### src/rtl/tlbsc_pkg.sv
// ----------------------------------------------------------------------------
// tlbsc_pkg
// Shared constants and types for the page translation block with a
// second-chance TLB.
// ----------------------------------------------------------------------------
package tlbsc_pkg;

    localparam int ADDR_W      = 20;
    localparam int OFFSET_WIDTH = 10;
    localparam int PAGE_COUNT  = 1024;
    localparam int TLB_ENTRIES = 16;

    localparam int PAGE_W  = $clog2(PAGE_COUNT);
    localparam int FRAME_W = PAGE_W;
    localparam int NFF_W   = PAGE_W + 1;
    localparam int HAND_W  = $clog2(TLB_ENTRIES);

    // commands from the sequencer to the tlb
    typedef struct packed {
        logic touch;   // set the reference bit of the matching entry
        logic step;    // one step of the clock hand: clear and pass, or insert here
    } tlb_cmd_t;

    // tlb status back to the sequencer
    typedef struct packed {
        logic               hit;
        logic [FRAME_W-1:0] frame;
        logic               hand_ref;
    } tlb_stat_t;

    // one page table word
    typedef struct packed {
        logic               valid;
        logic [FRAME_W-1:0] frame;
    } ptab_word_t;

endpackage

### src/rtl/tlbsc_tlb.sv
// ----------------------------------------------------------------------------
// tlbsc_tlb
// Fully associative TLB with reference bits and a clock hand for
// second-chance replacement.
// ----------------------------------------------------------------------------
module tlbsc_tlb
(
    input  logic                       clk,
    input  logic                       rst_n,
    input  logic [tlbsc_pkg::PAGE_W-1:0]  page,
    input  logic [tlbsc_pkg::FRAME_W-1:0] frame,
    input  tlbsc_pkg::tlb_cmd_t        cmd,
    output tlbsc_pkg::tlb_stat_t       stat
);
    import tlbsc_pkg::*;

    logic [PAGE_W-1:0]      tag_reg   [TLB_ENTRIES];
    logic [FRAME_W-1:0]     frame_reg [TLB_ENTRIES];
    logic [TLB_ENTRIES-1:0] valid_reg;
    logic [TLB_ENTRIES-1:0] valid_next;
    logic [TLB_ENTRIES-1:0] ref_reg;
    logic [TLB_ENTRIES-1:0] ref_next;
    logic [HAND_W-1:0]      hand_reg;
    logic [HAND_W-1:0]      hand_next;
    logic [HAND_W-1:0]      hand_inc;
    logic [TLB_ENTRIES-1:0] match_vec;
    logic [HAND_W-1:0]      hit_idx;
    logic                   hit;
    logic                   insert;

    always_comb
    begin
        for (int i = 0; i < TLB_ENTRIES; i++)
        begin
            match_vec[i] = valid_reg[i] && (tag_reg[i] == page);
        end
    end

    // lowest matching index wins
    always_comb
    begin
        hit     = 1'b0;
        hit_idx = '0;
        for (int i = TLB_ENTRIES - 1; i >= 0; i--)
        begin
            if (match_vec[i])
            begin
                hit     = 1'b1;
                hit_idx = HAND_W'(i);
            end
        end
    end

    assign stat.hit      = hit;
    assign stat.frame    = frame_reg[hit_idx];
    assign stat.hand_ref = ref_reg[hand_reg];

    assign hand_inc = (hand_reg == HAND_W'(TLB_ENTRIES - 1)) ? '0 : hand_reg + 1'b1;
    assign insert   = cmd.step && !ref_reg[hand_reg];

    always_comb
    begin
        ref_next   = ref_reg;
        valid_next = valid_reg;
        hand_next  = hand_reg;
        if (cmd.touch && hit)
        begin
            ref_next[hit_idx] = 1'b1;
        end
        if (cmd.step)
        begin
            ref_next[hand_reg] = 1'b0;
            hand_next          = hand_inc;
            if (insert)
            begin
                valid_next[hand_reg] = 1'b1;
            end
        end
    end

    always_ff @(posedge clk or negedge rst_n)
    begin
        if (!rst_n)
        begin
            ref_reg   <= '0;
            valid_reg <= '0;
            hand_reg  <= '0;
        end
        else
        begin
            ref_reg   <= ref_next;
            valid_reg <= valid_next;
            hand_reg  <= hand_next;
        end
    end

    always_ff @(posedge clk)
    begin
        if (insert)
        begin
            tag_reg[hand_reg]   <= page;
            frame_reg[hand_reg] <= frame;
        end
    end

endmodule

### config.mk
export PLATFORM = sky130hd
export DESIGN_NAME = tlbsc_tlb
export DESIGN_NICKNAME = d
export VERILOG_FILES = /design/src/rtl/tlbsc_pkg.sv /design/src/rtl/tlbsc_tlb.sv
export SDC_FILE = /design/constraint.sdc
export NUM_CORES = 1
export LEC_CHECK = 0
export ABC_AREA = 1
export ABC_CLOCK_PERIOD_IN_PS = 3400
export BUFFER_PORTS_ARGS = -buffer_cell sky130_fd_sc_hd__clkbuf_2
export CORE_UTILIZATION = 59
export CTS_BUF_LIST = sky130_fd_sc_hd__clkbuf_4
export DETAILED_ROUTE_END_ITERATION = 10
export PLACE_DENSITY = 0.79
export SYNTH_ARGS = -nofsm -noshare
export SYNTH_HDL_FRONTEND = slang
export SYNTH_SLANG_ARGS = --single-unit
### constraint.sdc
create_clock -name clk -period 3.4 [get_ports clk]
set_input_delay 0.17 -clock clk [delete_from_list [all_inputs] [get_ports clk]]
set_output_delay 0.17 -clock clk [all_outputs]
set_load 0.005 [all_outputs]
==> metrics <==
Vias/cell=5.84; pin count of the biggest net entering global routing=81; crit path DAT=3.57 ns; startpoint types=flip-flop; DRC viols=0; Hold Vio Cnt, Final=0; Tmin final=3.74 ns; worst slew pin tran=1.06 ns; via count=12000; CTS clk-pin slew, worst paths=0.08 ns; Pre-antenna DRT Iters=5; Min-Delay Path Class=in -> reg; DRT antenna net count=0; unrepaired setup endpoints after global routing=true; Post-Route WL=41700 um; Synth top area share=0.605; # rows=59; Initial DRC Count=approximately 1300; first-pass GRT wire length=63600 um; Initial Util=0.606; Vert. Die Dim=166 um; Die W=166 um; Setup Viol. Count Final=10; fin. max-slew vios=0; Worst Setup Path Type=reg -> out; Syn. warnings=0; initial antenna violation count=1; Post-synth top flop=edfxtp_1; Max Cap Viol=0; worst reg2reg setup slack=0.50 ns; Root Driver=clkbuf_4; f_max=267 MHz; clk_lat worst skew=0.71 ns; syn nets=around 1500; PnR worst setup slack=-0.345 ns; Clock Path Buffers=3; slowest CP cell=edfxtp_1; fin crit share=1.10; CTS tree=yes; failing checks=setup timing; H-Tree Depth=3; Layout Area Growth over Synthesis=17.2%; fraction of layout cells with a size suffix above 1=0.216; ys async rst share=0.101; count of cell types in the netlist=46; delay of the slowest critical-path stage=0.39 ns; most used cell, CP=nand2_1; area of the mapped netlist=between 15000 and 20000 um2; Overall Power=10.5 mW; fin nets=1683; Routed WL per cell=just over 20 um; Buffers on Ports=35; endpoint class of the critical path=output port; status=finished with violations; # fillers=between 1500 and 2000; Leakage Power=7.63 nW; aggregate global routing overflow=0; DP Cell Count=roughly 1900; CTS Sinks=356; routability cong.=0.896; worst vdd ir=0.000362 V; Die ar.=27600 um2; worst slew margin relative to its limit=0.291; Gate Count Post-Synth=1490; CP Data Required Time=~3.2 ns; Post-DP HPWL=23300 um; syn_area_per_cell=10.7 um2; I/O Pins=36; cts bufs inserted=91; core area=26200 um2; skew final=0.0496 ns; Max FO, Critical Path=7; GRT Total Usage=0.303; Synth area leader=edfxtp_1; Area contributors post-synth=edfxtp_1 61%, nand2_1 13%, dfrtp_1 5.7%, nand3_1 3.3%, inv_1 2.1%; Post-synth EDFFs=320; Finished Layout Cells=2057; Seq/Total Area, Yosys=0.662; vias in the first global route=11500; flops & latches, synth=between 300 and 400; PwrDens=566 nW/um2
cell families (layout without fill, tap and decap cells):
family	after synthesis	count (layout)	share of synthesized area
simple gates	797	797	0.209
other cells	0	1	0
flops	356	356	0.662
xor+xnor	56	56	0.0309
buf+inv	162	393	0.0503
fa+ha+maj	4	4	0.00315
compound gates	115	115	0.0452
power breakdown:
group	internal, mW	switching, mW
combinational	0.507	0.997
clock	1.95	1.71
sequential	5.19	0.188
worst max-delay path, delay by kind of cell, from the launching register on:
family,cells,cell delay (ns)
simple gates,25,2.04
flops,1,0.39
buf+inv,4,0.43
placed cells by master (no fill, tap or decap), drive strengths merged, types with 2 or more instances in the layout:
| cell type | instances |
|---|---|
| a2111oi | 8 |
| a211oi | 2 |
| a21boi | 3 |
| a21oi | 17 |
| a221oi | 2 |
| a22oi | 3 |
| a2bb2oi | 8 |
| a31oi | 2 |
| buf | 71 |
| clkbuf | 177 |
| clkinv | 17 |
| clkinvlp | 2 |
| dfrtp | 36 |
| dlygate4sd3 | 28 |
| edfxtp | 320 |
| ha | 4 |
| inv | 97 |
| nand2 | 535 |
| nand3 | 106 |
| nand4 | 20 |
| nor2 | 84 |
| nor3 | 8 |
| nor3b | 3 |
| nor4 | 14 |
| o2111ai | 4 |
| o211ai | 3 |
| o21ai | 50 |
| o22ai | 7 |
| or2 | 25 |
| xnor2 | 19 |
| xor2 | 37 |
stage by stage:
stage / TNS (ns) / hold WS (ns) / util / worst slack (ns) / cell area, um2
global placement: 0 / 0.396 / 0.638 / 0.115 / 16700
global route: -6.13 / 0.0714 / 0.710 / -0.641 / 18600
CTS: -3.11 / 0.0320 / 0.702 / -0.332 / 18400
finish: -3.17 / 0.0795 / 0.710 / -0.345 / 18600
floorplan: -23.43 / -0.126 / - / -0.226 / 15900
detailed placement: 0 / 0.403 / 0.638 / 0.0404 / 16700
Yosys cell counts, drive strengths merged, types with 2 or more instances:
| master | instances |
|---|---|
| a21boi | 3 |
| or2 | 25 |
| inv | 96 |
| nand4 | 20 |
| nand2 | 535 |
| edfxtp | 320 |
| buf | 46 |
| o211ai | 3 |
| o22ai | 7 |
| nor2 | 84 |
| nor4 | 14 |
| o2111ai | 4 |
| nor3 | 8 |
| a221oi | 2 |
| o21ai | 50 |
| clkbuf | 18 |
| a211oi | 2 |
| a2bb2oi | 8 |
| a22oi | 3 |
| xnor2 | 19 |
| dfrtp | 36 |
| clkinv | 2 |
| a2111oi | 8 |
| nor3b | 3 |
| a31oi | 2 |
| xor2 | 37 |
| ha | 4 |
| nand3 | 106 |
| a21oi | 17 |
layer usage:
metal,vias up,share of wire,global-route usage
met4,0,0.033,0.127
met2,721,0.48,0.491
met3,124,0.099,0.0527
li1,5446,-,-
met5,-,0,0
met1,5716,0.39,0.408
final timing paths:
| path | start | end | depth (start not counted) |
|---|---|---|---|
| max reg2reg | tag_reg[6][6] | ref_reg[0] | 15 |
| min | page[0] | tag_reg[4][0] | 2 |
| max in group asynchronous | rst_n | hand_reg[2] | 2 |
| max | tag_reg[13][7] | stat[6] | 29 |
| min reg2reg | valid_reg[12] | valid_reg[12] | 2 |
| min in group asynchronous | rst_n | valid_reg[6] | 2 |
cell type report:
cell class,instances,area [um2],area share
inverter,98,368,0.0198
antenna,1,2.50,0.000134
multi-input combinational,972,4840,0.260
clock inverter,19,119,0.00639
timing repair buffer,136,1310,0.0702
clock buffer,140,1050,0.0565
tap,335,419,0.0225
sequential,356,10500,0.565
repair_timing:
item | CTS | global route
gates cloned | 4 | 4
resized for setup | 28 | 50
hold endpoints to repair | 299 | 0
setup endpoints to repair | 10 | 10
setup buffers | 4 | 6
hold buffers | 28 | 0
pin swaps | 9 | 25
No activity file was read; power rests on OpenSTA's default activity.
